**src/hw/rtl/rot_pkg.sv**
```systemverilog
// ----------------------------------------------------------------------------
// rot_pkg
// Shared types and constants for the remote override thermostat.
// ----------------------------------------------------------------------------
`default_nettype none

package rot_pkg;

  // item kinds
  localparam logic [1:0] MODE_SERIAL = 2'd0;
  localparam logic [1:0] MODE_TEMP   = 2'd1;
  localparam logic [1:0] MODE_TICK   = 2'd2;
  localparam logic [1:0] MODE_REPORT = 2'd3;

  // configuration register indexes
  localparam int unsigned CFG_IDX_W = 1;
  localparam logic [CFG_IDX_W-1:0] REG_ON_THRESHOLD  = 1'd0;
  localparam logic [CFG_IDX_W-1:0] REG_OFF_THRESHOLD = 1'd1;

  localparam int unsigned TEMP_W = 11;
  localparam logic signed [TEMP_W-1:0] ON_THRESHOLD_RST  = 11'sd240;
  localparam logic signed [TEMP_W-1:0] OFF_THRESHOLD_RST = 11'sd236;

  // line buffer: characters counted up to LINE_LIMIT, first LINE_KEEP kept
  localparam int unsigned LINE_LIMIT = 7;
  localparam int unsigned LINE_KEEP  = 5;
  localparam int unsigned LINE_CNT_W = $clog2(LINE_LIMIT + 1);
  localparam logic [LINE_CNT_W-1:0] LINE_LIMIT_CNT = LINE_CNT_W'(LINE_LIMIT);
  localparam logic [LINE_CNT_W-1:0] LINE_KEEP_CNT  = LINE_CNT_W'(LINE_KEEP);

  localparam logic [7:0] CH_CR    = 8'h0D;
  localparam logic [7:0] CH_LF    = 8'h0A;
  localparam logic [7:0] CH_BANG  = 8'h21;
  localparam logic [7:0] CH_COLON = 8'h3A;
  localparam logic [7:0] CH_D     = 8'h44;
  localparam logic [7:0] CH_C     = 8'h43;
  localparam logic [7:0] CH_S     = 8'h53;
  localparam logic [7:0] CH_V     = 8'h56;
  localparam logic [7:0] CH_ONE   = 8'h31;
  localparam logic [7:0] CH_ZERO  = 8'h30;

  // command decoded at end of line
  typedef struct packed {
    logic dc_set;
    logic dc_clr;
    logic sv_set;
    logic sv_clr;
    logic sv_raise;
  } line_cmd_t;

endpackage

`default_nettype wire

```
**src/hw/rtl/rot_line.sv**
```systemverilog
// ----------------------------------------------------------------------------
// rot_line
// Serial line buffer and command decoder. Decode is combinational on the
// current byte; the buffer updates when a serial byte is consumed.
// ----------------------------------------------------------------------------
`default_nettype none

module rot_line (
  input  wire logic              clk,
  input  wire logic              rst,
  input  wire logic              en,
  input  wire logic [7:0]        rx_byte,
  output rot_pkg::line_cmd_t     cmd
);

  logic [7:0]                     line_chars [rot_pkg::LINE_KEEP];
  logic [rot_pkg::LINE_CNT_W-1:0] line_count;
  logic [rot_pkg::LINE_CNT_W-1:0] line_count_next;

  logic is_cr;
  logic is_lf;
  logic full_cmd;
  logic is_dc;
  logic is_sv;
  logic arg_one;
  logic arg_zero;

  assign is_cr    = (rx_byte == rot_pkg::CH_CR);
  assign is_lf    = (rx_byte == rot_pkg::CH_LF);
  assign full_cmd = (line_count >= rot_pkg::LINE_KEEP_CNT);

  assign is_dc = (line_chars[0] == rot_pkg::CH_BANG) && (line_chars[1] == rot_pkg::CH_D) &&
                 (line_chars[2] == rot_pkg::CH_C) && (line_chars[3] == rot_pkg::CH_COLON);
  assign is_sv = (line_chars[0] == rot_pkg::CH_BANG) && (line_chars[1] == rot_pkg::CH_S) &&
                 (line_chars[2] == rot_pkg::CH_V) && (line_chars[3] == rot_pkg::CH_COLON);
  assign arg_one  = (line_chars[4] == rot_pkg::CH_ONE);
  assign arg_zero = (line_chars[4] == rot_pkg::CH_ZERO);

  always_comb begin
    cmd = '0;
    if (is_lf && full_cmd) begin
      cmd.dc_set   = is_dc && arg_one;
      cmd.dc_clr   = is_dc && arg_zero;
      cmd.sv_set   = is_sv && arg_one;
      cmd.sv_clr   = is_sv && arg_zero;
      cmd.sv_raise = is_sv;
    end
  end

  always_comb begin
    line_count_next = line_count;
    if (is_cr) begin
      line_count_next = line_count;
    end else if (is_lf) begin
      line_count_next = '0;
    end else if (line_count < rot_pkg::LINE_LIMIT_CNT) begin
      line_count_next = line_count + 1'b1;
    end else begin
      // overflow empties the line, byte dropped
      line_count_next = '0;
    end
  end

  always_ff @(posedge clk) begin
    if (rst) begin
      line_count <= '0;
    end else if (en) begin
      line_count <= line_count_next;
    end
  end

  // storage only, no reset: entries are read only after all were written
  always_ff @(posedge clk) begin
    for (int i = 0; i < rot_pkg::LINE_KEEP; i++) begin
      if (en && !is_cr && !is_lf && (line_count == rot_pkg::LINE_CNT_W'(i))) begin
        line_chars[i] <= rx_byte;
      end
    end
  end

endmodule

`default_nettype wire

```
**src/hw/rtl/rot_cfg.sv**
```systemverilog
// ----------------------------------------------------------------------------
// rot_cfg
// Threshold register file written through the configuration channel.
// ----------------------------------------------------------------------------
`default_nettype none

module rot_cfg (
  input  wire logic                                clk,
  input  wire logic                                rst,
  input  wire logic                                cfg_valid,
  output      logic                                cfg_ready,
  input  wire logic [rot_pkg::CFG_IDX_W-1:0]       cfg_index,
  input  wire logic [rot_pkg::TEMP_W-1:0]          cfg_data,
  output      logic signed [rot_pkg::TEMP_W-1:0]   on_threshold,
  output      logic signed [rot_pkg::TEMP_W-1:0]   off_threshold
);

  assign cfg_ready = 1'b1;

  always_ff @(posedge clk) begin
    if (rst) begin
      on_threshold  <= rot_pkg::ON_THRESHOLD_RST;
      off_threshold <= rot_pkg::OFF_THRESHOLD_RST;
    end else if (cfg_valid) begin
      case (cfg_index)
        rot_pkg::REG_ON_THRESHOLD:  on_threshold  <= $signed(cfg_data);
        rot_pkg::REG_OFF_THRESHOLD: off_threshold <= $signed(cfg_data);
        default: ;
      endcase
    end
  end

endmodule

`default_nettype wire

```
**src/hw/rtl/remote_override_thermostat_core.sv**
```systemverilog
// ----------------------------------------------------------------------------
// remote_override_thermostat_core
// Remote override thermostat: serial commands, sensor words, ticks and
// servo delivery reports update a small control state; one result per item.
// ----------------------------------------------------------------------------
// Input channel (in_valid/in_ready): one item per transfer, selected by mode
// (serial byte, temperature word, timer tick, servo delivery report).
// Output channel (out_valid/out_ready): one result per item, holding motor,
// override, servo and last temperature state after that item.
// Config channel (cfg_valid/cfg_ready, always ready): index 0 on threshold,
// index 1 off threshold, both signed eighths of a degree. Write only while
// no item is in flight.
// Path: an item passes the input register, then the state update into the
// result register.
// Throughput: one item per cycle; the input register refills in the same
// cycle its item moves into the result register.
// Stall: when out_ready is low the result holds, one more item waits in the
// input register, then in_ready drops.
// Reset: thresholds 240/236, all flags, line count and temperature zero.
// ----------------------------------------------------------------------------
`default_nettype none

module remote_override_thermostat_core (
  input  wire logic                               clk,
  input  wire logic                               rst,
  // input channel
  input  wire logic                               in_valid,
  output      logic                               in_ready,
  input  wire logic [1:0]                         mode,
  input  wire logic [7:0]                         rx_byte,
  input  wire logic [15:0]                        temp_word,
  input  wire logic                               delivered,
  // result channel
  output      logic                               out_valid,
  input  wire logic                               out_ready,
  output      logic                               motor_on,
  output      logic                               fan_override,
  output      logic                               servo_near,
  output      logic                               servo_pending,
  output      logic signed [rot_pkg::TEMP_W-1:0]  temperature,
  // configuration channel
  input  wire logic                               cfg_valid,
  output      logic                               cfg_ready,
  input  wire logic [rot_pkg::CFG_IDX_W-1:0]      cfg_index,
  input  wire logic [rot_pkg::TEMP_W-1:0]         cfg_data
);

  // input register
  logic        s1_valid;
  logic [1:0]  s1_mode;
  logic [7:0]  s1_rx_byte;
  logic [15:0] s1_temp_word;
  logic        s1_delivered;

  logic adv;

  // control state
  logic                               override_flag;
  logic                               servo_position;
  logic                               servo_waiting;
  logic                               motor_level;
  logic signed [rot_pkg::TEMP_W-1:0]  last_temperature;

  logic                               override_flag_next;
  logic                               servo_position_next;
  logic                               servo_waiting_next;
  logic                               motor_level_next;
  logic signed [rot_pkg::TEMP_W-1:0]  last_temperature_next;

  logic signed [rot_pkg::TEMP_W-1:0]  on_threshold;
  logic signed [rot_pkg::TEMP_W-1:0]  off_threshold;
  logic signed [rot_pkg::TEMP_W-1:0]  temp_new;

  rot_pkg::line_cmd_t cmd;

  assign adv      = s1_valid && (!out_valid || out_ready);
  assign in_ready = !s1_valid || !out_valid || out_ready;

  always_ff @(posedge clk) begin
    if (rst) begin
      s1_valid <= 1'b0;
    end else if (in_ready) begin
      s1_valid <= in_valid;
    end
  end

  always_ff @(posedge clk) begin
    if (in_ready && in_valid) begin
      s1_mode      <= mode;
      s1_rx_byte   <= rx_byte;
      s1_temp_word <= temp_word;
      s1_delivered <= delivered;
    end
  end

  rot_cfg u_cfg (
    .clk           (clk),
    .rst           (rst),
    .cfg_valid     (cfg_valid),
    .cfg_ready     (cfg_ready),
    .cfg_index     (cfg_index),
    .cfg_data      (cfg_data),
    .on_threshold  (on_threshold),
    .off_threshold (off_threshold)
  );

  rot_line u_line (
    .clk     (clk),
    .rst     (rst),
    .en      (adv && (s1_mode == rot_pkg::MODE_SERIAL)),
    .rx_byte (s1_rx_byte),
    .cmd     (cmd)
  );

  assign temp_new = $signed(s1_temp_word[15:5]);

  always_comb begin
    override_flag_next    = override_flag;
    servo_position_next   = servo_position;
    servo_waiting_next    = servo_waiting;
    motor_level_next      = motor_level;
    last_temperature_next = last_temperature;
    case (s1_mode)
      rot_pkg::MODE_SERIAL: begin
        if (cmd.dc_set) begin
          override_flag_next = 1'b1;
        end else if (cmd.dc_clr) begin
          override_flag_next = 1'b0;
        end
        if (cmd.sv_set) begin
          servo_position_next = 1'b1;
        end else if (cmd.sv_clr) begin
          servo_position_next = 1'b0;
        end
        if (cmd.sv_raise) begin
          servo_waiting_next = 1'b1;
        end
      end
      rot_pkg::MODE_TEMP: begin
        last_temperature_next = temp_new;
        // hysteresis, on test first
        if (!override_flag) begin
          if (temp_new >= on_threshold) begin
            motor_level_next = 1'b1;
          end else if (temp_new <= off_threshold) begin
            motor_level_next = 1'b0;
          end
        end
      end
      rot_pkg::MODE_TICK: begin
        if (override_flag) begin
          motor_level_next = 1'b1;
        end
      end
      rot_pkg::MODE_REPORT: begin
        if (s1_delivered) begin
          servo_waiting_next = 1'b0;
        end
      end
      default: ;
    endcase
  end

  always_ff @(posedge clk) begin
    if (rst) begin
      override_flag    <= 1'b0;
      servo_position   <= 1'b0;
      servo_waiting    <= 1'b0;
      motor_level      <= 1'b0;
      last_temperature <= '0;
    end else if (adv) begin
      override_flag    <= override_flag_next;
      servo_position   <= servo_position_next;
      servo_waiting    <= servo_waiting_next;
      motor_level      <= motor_level_next;
      last_temperature <= last_temperature_next;
    end
  end

  // result register
  always_ff @(posedge clk) begin
    if (rst) begin
      out_valid <= 1'b0;
    end else if (adv) begin
      out_valid <= 1'b1;
    end else if (out_ready) begin
      out_valid <= 1'b0;
    end
  end

  always_ff @(posedge clk) begin
    if (adv) begin
      motor_on      <= motor_level_next;
      fan_override  <= override_flag_next;
      servo_near    <= servo_position_next;
      servo_pending <= servo_waiting_next;
      temperature   <= last_temperature_next;
    end
  end

  // ---------------------------------------------------------------------
  a_adv_gives_result: assert property (@(posedge clk) disable iff (rst)
    adv |=> out_valid)
    else $error("result missing after advance");

  a_empty_out_ready: assert property (@(posedge clk) disable iff (rst)
    !out_valid |-> in_ready)
    else $error("input stalled with empty result register");

  a_tick_override: assert property (@(posedge clk) disable iff (rst)
    (adv && (s1_mode == rot_pkg::MODE_TICK) && override_flag) |=> motor_on)
    else $error("tick under override did not drive motor");

  a_report_clears: assert property (@(posedge clk) disable iff (rst)
    (adv && (s1_mode == rot_pkg::MODE_REPORT) && s1_delivered) |=> !servo_pending)
    else $error("delivery report did not clear pending");

endmodule

`default_nettype wire

```
**config.mk**
```make
export PLATFORM = sky130hd
export DESIGN_NAME = remote_override_thermostat_core
export DESIGN_NICKNAME = d
export VERILOG_FILES = /design/src/hw/rtl/rot_pkg.sv /design/src/hw/rtl/rot_line.sv /design/src/hw/rtl/rot_cfg.sv /design/src/hw/rtl/remote_override_thermostat_core.sv
export SDC_FILE = /design/constraint.sdc
export NUM_CORES = 1
export LEC_CHECK = 0
export BUFFER_PORTS_ARGS = -buffer_cell sky130_fd_sc_hd__buf_4
export CORE_MARGIN = 1.5
export CORE_UTILIZATION = 58
export DETAILED_ROUTE_END_ITERATION = 7
export PLACE_DENSITY = 0.88
export SLEW_MARGIN = 10
export SYNTH_ARGS = -nofsm -noshare
export SYNTH_HDL_FRONTEND = slang
export SYNTH_HIERARCHICAL = 1
export SYNTH_SLANG_ARGS = --single-unit
```
**constraint.sdc**
```tcl
create_clock -name clk -period 2.6 [get_ports clk]
set_input_delay 0.13 -clock clk [delete_from_list [all_inputs] [get_ports clk]]
set_output_delay 0.13 -clock clk [all_outputs]
set_load 0.01 [all_outputs]
```
# After elaboration in Yosys (flattened, before gate mapping)

Memories as Yosys holds them, arrays and structs flattened.
Index checks and enable logic that the tools add are counted.

Add/subtract/negate cells: 1
$mul: 0
Divide/modulo/power cells: 0
$lt $le $gt $ge: 4
Equality and inequality tests: 17
Shift-type cells: 0
Multiplexer cells: 42
Bitwise gates (word level): 2
Reduce and logical (&&, ||, !) cells: 38

Operators with widths:

| kind                                                     | count |
|---|---|
| equality test 8 x 6 -> 1 bit, second input constant      | 4 |
| equality test 8 x 7 -> 1 bit, second input constant      | 4 |
| two-way mux 8 bit                                        | 4 |
| OR reduction 8 bit                                       | 4 |
| two-way mux 1 bit                                        | 28 |
| logical AND 1 bit                                        | 21 |
| two-way mux 3 bit                                        | 6 |
| equality test 8 x 4 -> 1 bit, second input constant      | 2 |
| greater-or-equal comparator 11 bit                       | 1 |
| <= comparator 11 bit                                     | 1 |
| two-way mux 11 bit                                       | 1 |
| equality test 3 x 2 -> 1 bit, second input constant      | 2 |
| AND reduction 2 bit                                      | 3 |
| two-way mux 5 bit                                        | 1 |
| equality test 2 bit, second input constant               | 2 |
| logical NOT 1 bit                                        | 4 |
| one-hot mux 1 bit (2 select lines)                       | 2 |
| adder 3 x 1 -> 3 bit, second input constant              | 1 |
| equality test 3 x 1 -> 1 bit, second input constant      | 1 |
| equality test 3 bit, second input constant               | 1 |
| greater-or-equal comparator 3 bit, second input constant | 1 |
| logical NOT 3 bit                                        | 1 |
| logical OR 1 bit                                         | 3 |
| < comparator 3 bit, second input constant                | 1 |
| 4 further kinds                                          | 5 |

Bits in registers: 84
Bits in latches: 0
Memory bits (writable): 40
ROM bits: 0
Output and inout bits: 18
Logic and storage cells: 124
Memories: 1

Memories:

| name              | depth | width | rd ports | clocked after memory_dff | write ports | line           | text |
|---|---|---|---|---|---|---|---|
| u_line.line_chars | 5     | 8     | 5        | 0                        | 1           | rot_line.sv:16 | `logic [7:0] line_chars [rot_pkg::LINE_KEEP];` |

# Longest topological paths before layout

Gate-level depths: netlist of run 1.

Depth in word-level cells: 14
Depth in mapped cells: 10
Mapped depth without buffers: 10

# Modules after synthesis

Netlist of run 1, hierarchy kept.

By module, submodules not included:

| module                          | times used | cells each | area an instance (µm²) |
|---|---|---|---|
| remote_override_thermostat_core | 1          | 213        | 2646.3 |
| rot_line                        | 1          | 101        | 1696.6 |
| rot_cfg                         | 1          | 91         | 934.6 |

# Worst setup path before layout of run 1

Ideal clock, no wire load.

Path kind: register to register
From: reg out_valid
To: mem u_line.line_chars[0][0], enable pin
Setup time: 0.385 ns
Arrival time: 2.068 ns
Required time: 2.215 ns
Path slack: 0.146 ns
Stages on the path, launching flop included: 8
Buffers on the path: 2
Period minus slack after synthesis: 2.454 ns
Path through: dfxtp_1 nor2b_4 nor2b_2 buf_4 buf_4 and2_1 nand2_1 nor3b_1

Cells in the longest elaborated chain, start to end: 14

Ends and longest elaborated chain:

| element                                                                              | line                                   | text |
|---|---|---|
| from (decl)                                                                          | remote_override_thermostat_core.sv:34  | `output logic out_valid,` |
| from (signal assigned)                                                               | remote_override_thermostat_core.sv:183 | `out_valid <= 1'b0;` |
| from (signal assigned)                                                               | remote_override_thermostat_core.sv:185 | `out_valid <= 1'b1;` |
| from (signal assigned)                                                               | remote_override_thermostat_core.sv:187 | `out_valid <= 1'b0;` |
| logical NOT 1 bit *                                                                  | remote_override_thermostat_core.sv:76  | `assign adv = s1_valid && (!out_valid \|\| out_ready);` |
| logical OR 1 bit *                                                                   | remote_override_thermostat_core.sv:76  |  |
| logical AND 1 bit *                                                                  | remote_override_thermostat_core.sv:76  |  |
| named net adv                                                                        | remote_override_thermostat_core.sv:55  | `logic adv;` |
| logical AND 1 bit *                                                                  | remote_override_thermostat_core.sv:110 | `.en (adv && (s1_mode == rot_pkg::MODE_SERIAL)),` |
| logical AND 1 bit * (2 in a row)                                                     | rot_line.sv:75                         | `if (en && !is_cr && !is_lf && (line_count == rot_pkg::LINE_CNT_W'(i))) begin` |
| logical AND 1 bit                                                                    | rot_line.sv:75                         |  |
| two-way mux 1 bit                                                                    | rot_line.sv:75                         |  |
| two-way mux 1 bit (implied by the code)                                              | rot_line.sv:76                         | `line_chars[i] <= rx_byte;` |
| OR reduction 8 bit (no source line)                                                  | n/a                                    |  |
| two-way mux 3 bit (no source line) or two-way mux 1 bit (tied branches) (4 in a row) | n/a                                    |  |
| to (decl)                                                                            | rot_line.sv:16                         |  |

Mark *: on every way through the listed nets, which the timed path passes. The rest lies on a longest branch.

# Worst setup path in the final report of run 1

From: reg s1_rx_byte[2]
To: mem u_line.line_chars[4][4] (netlist: u_line/line_chars[0][36]), enable pin

Cells in the longest elaborated chain, start to end: 12

Ends and longest elaborated chain:

| element                                                                              | line                                  | text |
|---|---|---|
| from (decl)                                                                          | remote_override_thermostat_core.sv:51 | `logic [7:0] s1_rx_byte;` |
| from (signal assigned)                                                               | remote_override_thermostat_core.sv:90 | `s1_rx_byte <= rx_byte;` |
| equality test 8 x 4 -> 1 bit                                                         | rot_line.sv:28                        | `assign is_cr = (rx_byte == rot_pkg::CH_CR);` |
| logical NOT 1 bit                                                                    | rot_line.sv:75                        |  |
| logical AND 1 bit                                                                    | rot_line.sv:75                        |  |
| logical AND 1 bit *                                                                  | rot_line.sv:75                        |  |
| logical AND 1 bit                                                                    | rot_line.sv:75                        |  |
| two-way mux 1 bit                                                                    | rot_line.sv:75                        |  |
| two-way mux 1 bit (implied by the code)                                              | rot_line.sv:76                        |  |
| OR reduction 8 bit (no source line)                                                  | n/a                                   |  |
| two-way mux 3 bit (no source line) or two-way mux 1 bit (tied branches) (4 in a row) | n/a                                   |  |

Mark *: on every way between the ends. The rest lies on a longest branch, timed or not.

==> results of run 1 <==
## power groups by stage
stage	Clock (µW)	Combinational, µW	Sequential (µW)
final	2230	378	2130
after global routing	2340	413	2130
after CTS	2250	373	2130
after detailed placement	0	320	2160
after global placement	0	304	2160
after floorplan	0	206	2150
## Yosys cell counts (2+ instances only)
library cell | instances | area, µm²
nand2b_1 | 17 | 106
dfxtp_1 | 42 | 841
nand3_1 | 7 | 35.0
nand4bb_1 | 2 | 22.5
buf_2 | 3 | 15.0
and4_1 | 3 | 26.3
o21ai_1 | 5 | 25.0
mux2_1 | 7 | 78.8
mux2i_1 | 28 | 280
inv_1 | 29 | 109
o211ai_1 | 2 | 15.0
nand2_1 | 12 | 45.0
o21ai_0 | 3 | 15.0
nand4_1 | 7 | 43.8
clkbuf_1 | 3 | 11.3
and2_1 | 5 | 31.3
nand4b_1 | 3 | 26.3
buf_4 | 6 | 45.0
and3_1 | 3 | 18.8
a211o_1 | 3 | 26.3
nor2_1 | 31 | 116
and4b_1 | 3 | 30.0
nor4b_2 | 2 | 30.0
a22o_1 | 2 | 17.5
nand3b_1 | 2 | 15.0
a21oi_1 | 15 | 75.1
nor3b_1 | 5 | 37.5
ha_1 | 31 | 388
a211oi_1 | 5 | 37.5
edfxtp_1 | 77 | 2310
nor2b_1 | 3 | 18.8
and3b_1 | 2 | 17.5
buf_6 | 2 | 22.5
mux2_2 | 4 | 45.0
nor4_1 | 3 | 18.8
## stage by stage
step	hold slack, ps	area, µm²	util (%)	total power, µW	worst slack, ps
2_1_floorplan	199	5280	-	2360	146
3_3_place_gp	309	5780	66.0	2460	527
3_5_place_dp	309	5780	66.0	2480	415
4_1_cts	2.33	6780	77.3	4750	385
5_1_grt	18.1	6780	77.3	4890	235
6_report	30.4	6780	77.3	4730	372
## registers in the layout, summed over array words and instances (netlist names), 2 cells and up
name                 cells
u_cfg/off_threshold     11
u_line/line_count        3
temperature             11
last_temperature        11
s1_temp_word            11
u_line/line_chars       40
s1_mode                  2
s1_rx_byte               8
u_cfg/on_threshold      11
## metal layers
layer,part of all wire [%],wire length (µm)
met5,0,0
met4,1.5,163
met3,5.1,568
met2,50,5630
met1,43,4850
## final cells by class
cell class,instances,area [µm²]
Clock inverter,15,151
Sequential cell,119,3150
Tap cell,108,135
Inverter,29,109
Fill cell,493,1990
Multi-Input combinational cell,243,1930
Clock buffer,17,414
Timing Repair Buffer,104,888
## critical path, delay by kind of cell (launching register included)
| family | cells | cell delay (ps) |
|---|---|---|
| flip-flops | 1 | 520 |
| AO/OA/AOI/OAI | 1 | 310 |
| AND/OR/NAND/NOR | 3 | 1030 |
## timing repair
action                    CTS  global route
hold endpoints to repair   46             0
hold buffers               43             0
gates resized for setup     0             0
## cell families (layout without fill, tap and decap cells)
logic type / count (synthesis) / in the layout / share of synthesized area (%)
other: 1 / 1 / 0.0711
muxes: 39 / 39 / 7.66
AOI/OAI and AO/OA: 49 / 49 / 6.73
DFF: 119 / 119 / 59.7
and+or+nand+nor: 123 / 123 / 14.6
adders and majority gates: 31 / 31 / 7.35
buffers and inverters: 43 / 165 / 3.84
## how the worst min path moves through the flow
stage	from	end	slack [ps]	cells after the start
final	cfg_valid	u_cfg/on_threshold[9]	30	3
after global routing	cfg_valid	u_cfg/on_threshold[9]	20	3
after CTS	cfg_index	u_cfg/off_threshold[10]	2	3
after detailed placement	temp_word[14]	s1_temp_word[14]	310	1
after global placement	temp_word[9]	s1_temp_word[9]	310	1
after floorplan	rst	u_line/line_count[1]	200	1
==> metrics.md, run 1 <==
| Metric | Value |
|---|---|
| Crit path launch type | `flip-flop` |
| Synth Warn # | `6` |
| Port Buffers | `55` |
| Met3 global-route usage | `7.80%` |
| Cell variety after synth | `63` |
| Core ar. | `8760 µm²` |
| CP Capture Point | `u_line/line_chars[0][36]` |
| Reg2Reg Launch Point | `s1_rx_byte[2]` |
| H-tree Lvls | `4` |
| Most common flop cell mapped by yosys | `edfxtp_1` |
| Post-synth EDFFs | `77` |
| CP Data Required Time | `2740 ps` |
| RSZ-0062 raised after global routing | `false` |
| Reg-to-reg setup timing slack | `370 ps` |
| Max-Cap Viols | `0` |
| Final std cells w/o fill | `635` |
| Sw Share | `23.2%` |
| Final TNS setup | `0 ps` |
| Combinational power share | `8.0%` |
| Pin count of the biggest net entering global routing | `54` |
| Slew @ Worst Pin | `887 ps` |
| Clock power share | `47.0%` |
| Syn-to-layout area delta | `28.4%` |
| Register area share after synthesis | `59.7%` |
| Internal power | `3640 µW` |
| Synthesized area | `5280 µm²` |
| Power Density | `698 nW/µm²` |
| Share of cells above drive strength 1 | `21.1%` |
| N_diodes | `0` |
| Post-CTS setup buffers | `0` |
| Layout Nets | `589` |
| VDD IR max | `0.499 mV` |
| Maximum clock path buffer count | `2` |
| RePlAce Congestion | `0.809` |
| Clock sinks | `119` |
| Post-DR vias/cell | `5.66` |
| Commonest cells after routing, fill and taps aside | `edfxtp_1, buf_4, dlygate4sd3_1` |
| Max Slew Vio Count | `0` |
| Skew final | `13.8 ps` |
| Worst slew margin | `40.7%` |
| HP Class | `in2reg` |
| Final hold violations | `0` |
| Drt first-iter violations | `266` |
| Worst Reg-to-Reg Cells | `4` |
| Crit-path max FO | `8` |
| WL final | `11200 µm` |
| First-pass GRT wire length | `18000 µm` |
| CTS tree | `built` |
| Period utilisation layout | `85.7%` |
| Remaining DRCs | `0` |
| Initial antenna violation count | `0` |
| Final min period | `2230 ps` |
| Post-synthesis async set-or-reset flop share | `0%` |
| Drt pass-1 iters | `4` |
| Row cnt | `34` |
| Routed Antenna Nets | `0` |
| Power share of the sequential group | `45.0%` |
| LEAKAGE | `0.00271 µW` |
| Reg2reg end | `u_line/line_chars[0][36]` |
| Slowest cell on crit path | `nor2_1` |
| Die Height | `98.4 µm` |
| Reg clk slew, reported paths | `60 ps` |
| CP Data Arrival Time | `2370 ps` |
| GRT overflow | `0` |
| Post-DP HPWL | `6990 µm` |
| IO Count | `62` |
| Syn Area/Cell | `13.0 µm²` |
| Crit-path cells | `and3b_1, o2111ai_1, nand2_1, nor2_1` |
| Die W | `98.4 µm` |
| Status | `complete, no violations` |
| Gr busiest metal | `met2` |
| Crit path capture type | `flip-flop` |
| Vias in the first global route | `3727` |
| Drt wl/cell | `17.7 µm` |
| Commonest non-fill, non-tap cell in the layout | `edfxtp_1` |
| CP Launch Point | `s1_rx_byte[2]` |
| Num CTS Buffers | `17` |
| Mapped Cells | `405` |
| Met2 Use GR | `40.2%` |
| Tot GR Track Use | `24.3%` |
| FF+latch count, synth | `119` |
| Slowest Stage Delay on Critical Path | `570 ps` |
| Final setup violation count | `0` |
| Root Driver | `clkbuf_8` |
| Clock insertion delay at the later pin of the skew report | `520 ps` |
| GR Layer Usage met1 | `29.8%` |
| Die Area | `9680 µm²` |
| Initial core utilization | `60.2%` |
| Crit path kind | `reg2reg` |
| Via count | `3597` |
| Peak Freq | `449 MHz` |
| Placed cells | `560` |
| P_sw | `1100 µW` |
| Syn nets | `480` |
No activity file was read; power rests on OpenSTA's default activity.
==> run 2: changes to the inputs <==
- PLACE_DENSITY: 0.88 -> unset
- PLACE_DENSITY_LB_ADDON: unset -> 0.25
==> run 2 against run 1 <==
  * Sequential share of layout area is 0.23 points higher
  * Clock skew is 5.0 ps lower
  * Fmax is 5.1% higher
  * Global-route usage is 1.6 points lower
  * Sequential power hardly changed
  * Highest routed layer unchanged
  * Register-to-register slack better by 110 ps
  * Critical path type unchanged
  * Setup slack better by 110 ps
==> metrics.md, run 2 (synthesized netlist as in run 1, its figures left out) <==
| Metric | Value |
|---|---|
| Tot GR Track Use | `22.7%` |
| P_sw | `1030 µW` |
| Die Area | `9680 µm²` |
| Power share of the sequential group | `45.7%` |
| Post-DP HPWL | `6840 µm` |
| Combinational power share | `8.0%` |
| Max-Cap Viols | `0` |
| Commonest cells after routing, fill and taps aside | `edfxtp_1, buf_4, dfxtp_1` |
| Crit path capture type | `flip-flop` |
| Power Density | `691 nW/µm²` |
| Final worst slack | `479 ps` |
| Internal power | `3630 µW` |
| Hold WS | `78.5 ps` |
| HP Class | `in2reg` |
| Num CTS Buffers | `17` |
| Slowest cell on crit path | `edfxtp_1` |
| Final core occ | `77.0%` |
| Remaining DRCs | `0` |
| Post-DR vias/cell | `5.48` |
| Pre-CTS WS | `487 ps` |
| Worst slew margin | `37.3%` |
| Root Driver | `clkbuf_8` |
| Routed Antenna Nets | `0` |
| Final min period | `2120 ps` |
| Top Family by Delay on Critical Path | `simple AND/OR/NAND/NOR gates` |
| Layout Nets | `587` |
| Drt first-iter violations | `143` |
| Period utilisation layout | `81.6%` |
| Slowest Stage Delay on Critical Path | `390 ps` |
| Share of cells above drive strength 1 | `20.8%` |
| RePlAce Congestion | `0.864` |
| LEAKAGE | `0.00269 µW` |
| Crit-path cells | `nor4b_2, nand4_1, nor4_4, and4b_1, nand2_1, a22o_1, mux2i_1, nor2_1` |
| Crit path kind | `reg2reg` |
| Die W | `98.4 µm` |
| Final hold violations | `0` |
| Pin count of the biggest net entering global routing | `54` |
| Status | `complete, no violations` |
| Slew @ Worst Pin | `939 ps` |
| GRT overflow | `0` |
| Port Buffers | `55` |
| Skew final | `8.83 ps` |
| N_diodes | `0` |
| Max FFs per register | `40` |
| Final setup violation count | `0` |
| IO Count | `62` |
| RSZ-0062 raised after global routing | `false` |
| Drt wl/cell | `16.5 µm` |
| Drt pass-1 iters | `5` |
| VDD IR max | `0.443 mV` |
| Initial core utilization | `60.2%` |
| Placed Area | `5790 µm²` |
| Core ar. | `8760 µm²` |
| Crit path launch type | `flip-flop` |
| Via count | `3469` |
| Crit-path max FO | `5` |
| Clock power share | `46.4%` |
| Syn-to-layout area delta | `27.8%` |
| Commonest non-fill, non-tap cell in the layout | `edfxtp_1` |
| First-pass GRT wire length | `16900 µm` |
| CP Data Required Time | `2980 ps` |
| Peak Freq | `471 MHz` |
| Die Height | `98.4 µm` |
| Largest register by flop count | `u_line/line_chars` |
| Max Slew Vio Count | `0` |
| Worst Path Buf+Inv | `0` |
| Reg clk slew, reported paths | `60 ps` |
| Clock sinks | `119` |
| H-tree Lvls | `4` |
| Row cnt | `34` |
| Initial antenna violation count | `0` |
| Vias in the first global route | `3450` |
| CTS tree | `built` |
| Sw Share | `22.1%` |
| CP Data Arrival Time | `2500 ps` |
| WL final | `10400 µm` |
| Clock insertion delay at the later pin of the skew report | `510 ps` |
| Maximum clock path buffer count | `2` |
| Final Cell Area | `6740 µm²` |
| Final TNS setup | `0 ps` |
-- run 2: what timing repair did --
item	CTS	global route
setup buffers	0	0
gates resized for setup	0	0
hold endpoints to repair	46	0
hold buffers	40	0
-- run 2: metrics by stage --
stage,cells,total power (µW)
floorplan,405,2360
global placement,561,2470
detailed placement,561,2490
CTS,633,4690
global route,633,4820
finish,633,4660
-- run 2: final timing paths --
check	startpoint	to	slack (ps)	cells past startpoint
setup / recovery	u_line/line_chars[0][4]	override_flag	480	8
hold / removal	rst	last_temperature[9]	80	2
setup reg to reg	u_line/line_chars[0][4]	override_flag	480	8
hold reg to reg	u_cfg/off_threshold[3]	u_cfg/off_threshold[3]	470	1
-- run 2: final cells by class --
cell class	count	area (µm²)
Timing Repair Buffer	102	866
Fill cell	564	2020
Clock inverter	12	129
Multi-Input combinational cell	243	1930
Sequential cell	119	3150
Clock buffer	20	425
Inverter	29	109
Tap cell	108	135
-- run 2: per-layer routing --
layer | up-vias | GRT usage [%] | part of all wire, %
met3 | 18 | 5.73 | 5.3
met4 | 0 | 9.32 | 1.8
met5 | - | 0 | 0
met1 | 1646 | 29.9 | 45
li1 | 1705 | - | -
met2 | 100 | 36.0 | 48
-- run 2: power groups by stage --
stage | logic, µW | registers, µW | clock network, µW
floorplan | 206 | 2150 | 0
global placement | 306 | 2160 | 0
detailed placement | 322 | 2170 | 0
CTS | 371 | 2130 | 2190
global route | 406 | 2130 | 2280
finish | 371 | 2130 | 2160
